<file path="src/design/imu_complementary_orientation_unit_defines.svh">
// Assertion macros shared by the orientation unit RTL.
// Depends on nothing; included by files that carry assertions.
`ifndef IMU_COMPLEMENTARY_ORIENTATION_UNIT_DEFINES_SVH
`define IMU_COMPLEMENTARY_ORIENTATION_UNIT_DEFINES_SVH
// implication check under reset
`define ICO_ASSERT_IMP(lbl, clk_s, rst_n, ante, cons) \
	lbl: assert property (@(posedge clk_s) disable iff (!rst_n) (ante) |-> (cons)) \
		else $error("assertion failed");
// next-cycle implication check under reset
`define ICO_ASSERT_NXT(lbl, clk_s, rst_n, ante, cons) \
	lbl: assert property (@(posedge clk_s) disable iff (!rst_n) (ante) |=> (cons)) \
		else $error("assertion failed");
`endif

</file>
<file path="src/design/ico_pkg.sv">
// Shared constants, types and the arctangent table for the orientation unit.
// Depends on nothing.
package ico_pkg;
	localparam int CordicSteps = 24;
	localparam int AtanEntries = 30;
	localparam int StepCnt = (CordicSteps < AtanEntries) ? CordicSteps : AtanEntries;
	localparam int SqrtSteps = 32;
	localparam logic signed [31:0] PiQ28 = 32'sd843314857;
	localparam logic [15:0] AlphaReset = 16'd64225;
	localparam logic [31:0] TickReset = 32'd4295;
	localparam logic [0:0] RegAlpha = 1'b0;
	localparam logic [0:0] RegTick = 1'b1;
	localparam logic ReqGyro = 1'b0;

	typedef struct packed {
		logic start;
		logic signed [47:0] y;
		logic signed [47:0] x;
	} cordic_req_t;

	function automatic logic signed [31:0] atan_q28(input logic [4:0] i);
		logic signed [31:0] r;
		case (i)
			5'd0: r = 32'sd210828714;
			5'd1: r = 32'sd124459457;
			5'd2: r = 32'sd65760959;
			5'd3: r = 32'sd33381290;
			5'd4: r = 32'sd16755422;
			5'd5: r = 32'sd8385879;
			5'd6: r = 32'sd4193963;
			5'd7: r = 32'sd2097109;
			5'd8: r = 32'sd1048571;
			5'd9: r = 32'sd524287;
			5'd10: r = 32'sd262144;
			5'd11: r = 32'sd131072;
			5'd12: r = 32'sd65536;
			5'd13: r = 32'sd32768;
			5'd14: r = 32'sd16384;
			5'd15: r = 32'sd8192;
			5'd16: r = 32'sd4096;
			5'd17: r = 32'sd2048;
			5'd18: r = 32'sd1024;
			5'd19: r = 32'sd512;
			5'd20: r = 32'sd256;
			5'd21: r = 32'sd128;
			5'd22: r = 32'sd64;
			5'd23: r = 32'sd32;
			5'd24: r = 32'sd16;
			5'd25: r = 32'sd8;
			5'd26: r = 32'sd4;
			5'd27: r = 32'sd2;
			5'd28: r = 32'sd1;
			default: r = 32'sd0;
		endcase
		return r;
	endfunction
endpackage

</file>
<file path="src/design/ico_isqrt.sv">
// Iterative integer square root, one result bit a cycle.
// Depends on ico_pkg.
module ico_isqrt (
	input  logic clk,
	input  logic arst_n,
	input  logic start,
	input  logic [31:0] radicand,
	output logic done,
	output logic [31:0] root
);
	import ico_pkg::*;

	logic [63:0] rem_q;
	logic [31:0] root_q, src_q;
	logic [5:0] cnt_q;
	logic busy_q, done_q;
	logic [65:0] trial;
	logic [63:0] rem_sh;

	assign rem_sh = {rem_q[61:0], src_q[31:30]};
	assign trial = {2'b00, rem_sh} - {32'd0, root_q, 2'b01};

	always_ff @(posedge clk or negedge arst_n) begin
		if (!arst_n) begin
			busy_q <= 1'b0;
			done_q <= 1'b0;
			cnt_q <= '0;
		end else begin
			done_q <= 1'b0;
			if (start) begin
				busy_q <= 1'b1;
				cnt_q <= '0;
			end else if (busy_q) begin
				cnt_q <= cnt_q + 6'd1;
				if (cnt_q == 6'(SqrtSteps - 1)) begin
					busy_q <= 1'b0;
					done_q <= 1'b1;
				end
			end
		end
	end

	// radicand*2^32: 16 digit pairs from radicand, then zeros
	always_ff @(posedge clk) begin
		if (start) begin
			rem_q <= '0;
			root_q <= '0;
			src_q <= radicand;
		end else if (busy_q) begin
			src_q <= {src_q[29:0], 2'b00};
			if (!trial[65]) begin
				rem_q <= trial[63:0];
				root_q <= {root_q[30:0], 1'b1};
			end else begin
				rem_q <= rem_sh;
				root_q <= {root_q[30:0], 1'b0};
			end
		end
	end

	assign done = done_q;
	assign root = root_q;
endmodule

</file>
<file path="config.mk">
export PLATFORM = sky130hd
export DESIGN_NAME = ico_isqrt
export DESIGN_NICKNAME = d
export VERILOG_FILES = /design/src/design/imu_complementary_orientation_unit_defines.svh /design/src/design/ico_pkg.sv /design/src/design/ico_isqrt.sv
export SDC_FILE = /design/constraint.sdc
export NUM_CORES = 1
export LEC_CHECK = 0
export BUFFER_PORTS_ARGS = -buffer_cell sky130_fd_sc_hd__buf_2
export CAP_MARGIN = 15
export CORE_MARGIN = 2
export CORE_UTILIZATION = 45
export CTS_BUF_LIST = sky130_fd_sc_hd__clkbuf_2
export DETAILED_ROUTE_END_ITERATION = 6
export GPL_TIMING_DRIVEN = 0
export PLACE_DENSITY = 0.64
export SYNTH_ARGS = -nofsm -noshare
export SYNTH_HDL_FRONTEND = slang
export SYNTH_SLANG_ARGS = --single-unit
</file>
<file path="constraint.sdc">
create_clock -name clk -period 7.7 [get_ports clk]
set_input_delay 1.155 -clock clk [delete_from_list [all_inputs] [get_ports clk]]
set_output_delay 1.155 -clock clk [all_outputs]
set_load 0.005 [all_outputs]
</file>
==> results of run 1 <==
## sequential cells by signal (all words and copies together) (netlist names)
signal  count
done        1
busy_q      1
src_q      32
rem_q      62
cnt_q       6
root       32
## cells by family (layout without fill, tap and decap cells)
family,after synthesis,after routing,synth area share [%]
adder cells (fa/ha/maj),34,34,5.27
AO/OA/AOI/OAI,204,204,18.3
flip-flops,134,134,37.7
buffers and inverters,101,201,5.34
multiplexers,66,66,8.66
AND/OR/NAND/NOR,338,338,19.8
XOR/XNOR,46,46,4.99
other,0,1,0
## area by class of cell
cell class	count	area [sq um]	area share, %
tap	225	282	3.15
clock buffer	17	85.1	0.953
multi-input combinational	688	4590	51.4
sequential	134	3040	34.1
antenna	1	2.50	0.0280
buffer	53	250	2.80
clock inverter	15	134	1.50
inverter	48	180	2.02
timing repair buffer	68	363	4.06
## worst max-delay path: cells and delay by family, from the launching register on
kind / cells / cell delay, ns
mux: 1 / 0.12
flops: 1 / 0.42
compound gates: 5 / 1.01
simple gates: 3 / 0.64
buf+inv: 3 / 0.53
fa+ha+maj: 1 / 0.36
## synth_stat cells, types with 8 or more instances
library cell,number,area share [%]
a211oi_1,23,2.1
a21o_1,9,0.84
a21oi_1,47,2.9
a311oi_1,22,2.4
a311oi_2,8,1.5
buf_1,8,0.37
buf_2,8,0.50
clkbuf_1,31,1.4
dfrtp_1,8,2.5
dfxtp_1,94,23
edfxtp_1,32,12
ha_1,34,5.3
inv_1,48,2.2
mux2_2,30,4.2
mux2i_1,36,4.5
nand2_1,95,4.4
nand3_1,18,1.1
nand4_1,12,0.93
nor2_1,125,5.8
nor3_1,18,1.1
nor4_1,11,0.85
o211ai_1,10,0.93
o21ai_0,33,2.0
or3_1,12,0.93
xnor2_1,31,3.4
xor2_1,15,1.6
## worst paths after layout
path                           from        end  cells after the start  slack, ns
setup / recovery            root[3]  rem_q[19]                     13       4.49
hold / removal               arst_n   cnt_q[1]                      1       0.18
setup reg to reg            root[3]  rem_q[19]                     13       4.49
hold reg to reg            rem_q[2]   rem_q[4]                      2       0.50
max in group asynchronous    arst_n     busy_q                      1       7.35
min in group clk           rem_q[2]   rem_q[4]                      2       0.50
## power by group through the flow
stage | Clock (uW) | Sequential (uW) | Combinational [uW]
CTS | 435 | 1030 | 2240
global route | 460 | 1050 | 2510
global placement | 0 | 1040 | 2210
detailed placement | 0 | 1040 | 2230
finish | 427 | 1030 | 2260
floorplan | 0 | 992 | 1800
## cell usage in the layout, fill, tap and decap left out, types with 11 or more instances in the layout
master | Yosys | final
xnor2_1 | 31 | 31
nand3_1 | 18 | 18
nor4_1 | 11 | 11
xor2_1 | 15 | 15
clkbuf_2 | 0 | 17
nor3_1 | 18 | 18
o21ai_0 | 33 | 33
mux2i_1 | 36 | 36
mux2_2 | 30 | 30
a311oi_1 | 22 | 22
edfxtp_1 | 32 | 32
nor2_1 | 125 | 125
nand2_1 | 95 | 95
dfxtp_1 | 94 | 94
clkbuf_1 | 31 | 31
inv_1 | 48 | 48
ha_1 | 34 | 34
buf_2 | 8 | 75
or3_1 | 12 | 12
a211oi_1 | 23 | 23
nand4_1 | 12 | 12
a21oi_1 | 47 | 47
## metal layers
layer | GRT usage, % | share of wire [%] | vias up | wire length (microns)
met1 | 32.8 | 48 | 3312 | 10100
met5 | 0 | 0 | - | 0
met2 | 35.7 | 45 | 192 | 9400
met4 | 6.63 | 1.2 | 0 | 257
li1 | - | - | 3483 | -
met3 | 4.64 | 6.3 | 21 | 1320
## stage by stage
| step | utilization, % | cells | area [sq um] | setup WS (ns) |
|---|---|---|---|---|
| 2_1_floorplan | - | 923 | 8070 | 4.96 |
| 3_3_place_gp | 49.9 | 1215 | 8680 | 3.94 |
| 3_5_place_dp | 50.0 | 1216 | 8710 | 4.27 |
| 4_1_cts | 51.3 | 1248 | 8930 | 4.48 |
| 5_1_grt | 51.3 | 1249 | 8930 | 4.26 |
| 6_report | 51.3 | 1249 | 8930 | 4.49 |
==> results.md, run 1 <==
- Outcome: finished clean
- Nets: 1,079
- # Post-CTS Setup Buffers: 0
- Largest net degree at the start of global routing: 26
- H-Tree Depth: 4
- Top_reg_cell synth: dfxtp_1
- Net Switching: 1790 uW
- Worst path max stage delay: 0.42 ns
- Leak Pwr: 0.00386 uW
- FILL cells: 1,707
- Die X: 138 microns
- Share of layout cells above drive strength 1: 17.9%
- Yosys warning total: 0
- Clock sinks: 134
- Drt total wl: 21.0 mm
- Number of synthesized flops with an enable pin: 32
- Core area: 17,400 sq um
- Finish-stage setup viols: 0
- Mapped Area: 8070 sq um
- Drt first-iter violations: 552
- Min Hold Slack: 0.176 ns
- Syn Nets: 992
- Comb pwr share: 60.8%
- Initial antenna violation count: 1
- DRC: 0
- Slew HR: 28.1%
- Gr ovfl total: 0
- Async set-reset flop share out of synthesis: 5.97%
- DR vias/cell: 5.61
- Fin. Hold Viols: 0
- Post-cts hold buffer count: 0
- Synthesized area per cell: 8.74 sq um
- WP data arrival: 3.89 ns
- DPL Wire Length: 15.2 mm
- Min Tclk post-route: 3.21 ns
- TritonRoute pass-1 iters: 5
- Register share of total power: 27.7%
- Clock Skews: 0.0367 ns
- Area Overhead vs Synth: 10.7%
- Post-synth cell types: 71
- CTS root buffer: clkbuf_2
- IR drop worst, VDD: 0.171 mV
- Switching part of the total: 48.1%
- Global-route wire length before repair: 34.1 mm
- CTS buffer count: 17
- Gpl congestion: 0.920
- Final setup TNS: 0 ns
- CP cell instances: inv_1 -> ha_1 -> a21o_1 -> or3_1 -> o21ai_2 -> a21oi_1 -> o21ai_2 -> and2_1 -> buf_2 -> nand2_4 -> buf_6 -> mux2i_1 -> a211oi_1
- Max Root-Sink Buffers: 2
- Crit Path Max Fanout: 10
- Initial Utilization: 46.3%
- CP dominant cell by count: o21ai_2
- WL/cell: 16.8 microns
- Port Buf Inserts: 67
- Critical path class: reg -> reg
- Max-cap check violation count: 0
- Required @ worst endpoint: 8.38 ns
- Via count: 7,008
- Clock-pin transition on the worst setup and hold timing paths: 0.26 ns
- Total Power: 3720 uW
- Routed Antenna Nets: 0
- CTS resizes: 0
- Startpoint Class: flop
- Die height: 138 microns
- Unrepaired setup endpoints after global routing: false
- Die area: 19,000 sq um
- Vias in the first global route: 6,587
- Power Density: 417 nW/um^2
- Post-synthesis sequential area ratio: 37.7%
- Syn Inst Count: 923
- Cell-internal power: 1930 uW
- CTS tree: done
- Clock Power Share: 11.5%
- IO Pins: 68
- Site Rows: 48
- Worst-Margin Slew: 1.07 ns
- #FFs+latches synth: 134
- Critical Path Sink Type: flop
- FMAX: 311 MHz
- Period Utilization, post-route: 41.7%
- Worst skew pair latency: 0.78 ns
- Worst min-delay path category: in -> async
- Tot GR Track Use: 23.1%
- Number of slew-limit violations in the final report: 0
- Crit-path slowest cell: dfxtp_1
No activity file was read; power rests on OpenSTA's default activity.
==> run 2: changes to the inputs <==
- ABC_AREA: default -> 1
- clock period: 7.7 -> 3.35 ns (I/O delays scaled with it)
==> run 2 against run 1 <==
The run now ends with design-rule violations left. Synthesized area is 14% higher. Setup slack lost 4.0 ns. Global-route usage rose by 3.0 points. Flip-flop and latch count did not move. Critical endpoint is now rem_q[14].
==> results.md, run 2 <==
- Outcome: finished with violations (was finished clean)
- Failing checks: design-rule violations
- Share of the synthesized area in the top cell type: 22.9% (was 23.3%)
- Finish-stage setup viols: 0 (unchanged)
- Critical Path Sink Type: flop (unchanged)
- Worst min-delay path category: in -> async (unchanged)
- Vias in the first global route: 8,935 (was 6,587)
- Max-cap check violation count: 0 (unchanged)
- CTS root buffer: clkbuf_2 (unchanged)
- Initial Utilization: 45.6% (was 46.3%)
- Gr ovfl total: 0 (unchanged)
- Final setup TNS: 0 ns (unchanged)
- Crit Path Max Fanout: 10 (unchanged)
- IR drop worst, VDD: 0.430 mV (was 0.171 mV)
- Area leader, netlist: nand2_1 (was dfxtp_1)
- Top_reg_cell synth: dfxtp_1 (unchanged)
- Async set-reset flop share out of synthesis: 5.97% (unchanged)
- IO Pins: 68 (unchanged)
- Worst skew pair latency: 0.79 ns (was 0.78 ns)
- Max reg flops: 62 (unchanged)
- Required @ worst endpoint: 3.99 ns (was 8.38 ns)
- Site Rows: 52 (was 48)
- Finished Layout Cells: 1,888 (was 1,249)
- CTS tree: done (unchanged)
- DPL Wire Length: 21.8 mm (was 15.2 mm)
- Share of layout cells above drive strength 1: 7.54% (was 17.9%)
- Top reg by flops: rem_q (unchanged)
- Metal2 WL: 13.5 mm (was 9.40 mm)
- Clock-pin transition on the worst setup and hold timing paths: 0.26 ns (about the same)
- Synth cell count leaders: 559 x nand2_1, 234 x inv_1, 129 x nor2_1, 95 x nand3_1, 94 x dfxtp_1 (was 125 x nor2_1, 95 x nand2_1, 94 x dfxtp_1, 48 x inv_1, 47 x a21oi_1)
- RR Startpoint: root[21] (was root[3])
- Leak Pwr: 0.00539 uW (was 0.00386 uW)
- Drt total wl: 27.9 mm (was 21.0 mm)
- Worst-Margin Slew: 0.712 ns (was 1.07 ns)
- WP data arrival: 3.47 ns (was 3.89 ns)
- Tot GR Track Use: 26.2% (was 23.1%)
- Die height: 147 microns (was 138 microns)
- H-Tree Depth: 4 (unchanged)
- Power Density: 1030 nW/um^2 (was 417 nW/um^2)
- Yosys warning total: 0 (unchanged)
- DR vias/cell: 5.05 (was 5.61)
- FMAX: 353 MHz (was 311 MHz)
- R2r setup slk: 0.52 ns (was 4.49 ns)
- Number of synthesized flops with an enable pin: 32 (unchanged)
- Syn Inst Count: 1,484 (was 923)
- Fin. Hold Viols: 0 (unchanged)
- WL met3: 1.35 mm (was 1.32 mm)
- Most frequent cell after synthesis: nand2_1 (was nor2_1)
- DRC: 2 (was 0)
- Post-synth cell types: 32 (was 71)
- Mapped Area: 9170 sq um (was 8070 sq um)
- Gpl congestion: 0.996 (was 0.920)
- TritonRoute pass-1 iters: 7 (was 5)
- Worst reg2reg endpoint: rem_q[14] (was rem_q[19])
- Commonest non-fill, non-tap cell in the layout: nand2_1 (was nor2_1)
- Placed instance area: 9860 sq um (was 8710 sq um)
- WL/cell: 14.8 microns (was 16.8 microns)
- Slew HR: 52.4% (was 28.1%)
- Min Tclk post-route: 2.83 ns (was 3.21 ns)
- Total Power: 10,800 uW (was 3720 uW)
- Synth top area cells: nand2_1 23%, dfxtp_1 21%, edfxtp_1 10% (was dfxtp_1 23%, edfxtp_1 12%, nor2_1 5.8%)
- Period Utilization, post-route: 84.5% (was 41.7%)
- Unrepaired setup endpoints after global routing: false (unchanged)
- Number of slew-limit violations in the final report: 0 (unchanged)
- Pre-CTS setup slack: 0.691 ns (was 4.27 ns)
- Most frequent cells in the layout: 559 x nand2_1, 234 x inv_1, 129 x nor2_1, 95 x nand3_1, 94 x dfxtp_1 (was 125 x nor2_1, 95 x nand2_1, 94 x dfxtp_1, 75 x buf_2, 48 x inv_1)
- Met1 wire length: 12.6 mm (was 10.1 mm)
- Port Buf Inserts: 67 (unchanged)
- Initial antenna violation count: 1 (unchanged)
- Die X: 147 microns (was 138 microns)
- Synthesized area per cell: 6.18 sq um (was 8.74 sq um)
- #FFs+latches synth: 134 (unchanged)
- Setup ws final: 0.519 ns (was 4.49 ns)
- Max Root-Sink Buffers: 2 (unchanged)
- Post-synthesis sequential area ratio: 33.2% (was 37.7%)
- Clock sinks: 134 (unchanged)
- CTS resizes: 0 (unchanged)
- CTS buffer count: 17 (unchanged)
- Startpoint Class: flop (unchanged)
- Routed Antenna Nets: 0 (unchanged)
- Nets: 1,673 (was 1,079)
- Die area: 21,500 sq um (was 19,000 sq um)
- Critical path class: reg -> reg (unchanged)
- Cell total after placement: 1,822 (was 1,216)
- Uppermost layer routed: met4 (unchanged)
- Global-route wire length before repair: 44.6 mm (was 34.1 mm)
- Core area: 20,100 sq um (was 17,400 sq um)
- Largest net degree at the start of global routing: 41 (was 26)
- Drt first-iter violations: 681 (was 552)
- Cell area after layout: 10,500 sq um (was 8930 sq um)
- Via count: 9,536 (was 7,008)
- Clock Skews: 0.0620 ns (was 0.0367 ns)
- Worst reg2reg path depth: 14 (was 13)
- Area Overhead vs Synth: 14.0% (was 10.7%)
- Syn Nets: 1,553 (was 992)
[run 2: metal layers]
| layer | global-route usage (%) | vias up |
|---|---|---|
| li1 | - | 4897 |
| met1 | 33.5 | 4359 |
| met2 | 46.2 | 254 |
| met3 | 3.51 | 26 |
| met4 | 7.43 | 0 |
| met5 | 0 | - |
[run 2: how the worst max path moves through the flow]
stage	cells past startpoint	end	slack [ns]	startpoint
finish	14	rem_q[14]	0.52	root[21]
detailed placement	14	rem_q[21]	0.69	root[21]
global placement	4	src_q[3]	0.17	start
floorplan	3	src_q[0]	1.12	start
global route	13	rem_q[30]	0.38	root[21]
CTS	14	rem_q[23]	0.64	root[21]
[run 2: cell families after synthesis]
kind of cell | Yosys count | share of synthesized area, %
xor gates and xnor gates | 31 | 2.96
buffers and inverters | 277 | 11.9
DFF | 134 | 33.2
AOI/OAI and AO/OA | 172 | 9.97
and+or+nand+nor | 836 | 37.3
adders and majority gates | 34 | 4.64
[run 2: critical path, stage by stage, from the launching register on]
cell,delay [ns]
dfxtp_1,0.44
inv_1,0.12
ha_1,0.37
nand2_1,0.11
nor2_1,0.24
inv_1,0.07
o21bai_1,0.33
a21oi_1,0.16
nand2_2,0.12
nand2_4,0.09
nand2_4,0.22
buf_6,0.19
nand2_1,0.07
nand3_1,0.07
o21ai_0,0.08
[run 2: cell type report]
class	count	area [sq um]
Buffer	40	204
Fill cell	2147	9650
Antenna cell	1	2.50
Clock buffer	18	90.1
Tap cell	270	338
Clock inverter	14	168
Multi-Input combinational cell	1073	5030
Timing Repair Buffer	101	686
Inverter	237	890
Sequential cell	134	3040
[run 2: where the power goes]
group / internal, uW / switching [uW]
Clock: 371 / 742
Sequential: 2030 / 290
Combinational: 2430 / 4940
[run 2: through the flow]
stage	utilization, %	hold slack, ns
final	52.0	0.0771
after global routing	52.0	0.0705
after CTS	52.0	0.0255
after detailed placement	49.0	0.355
after floorplan	-	0.207
after global placement	48.9	0.354
[run 2: repair_timing]
item                      CTS  global route
buffers inserted            0             0
hold endpoints to repair   40             0
hold buffers               33             0
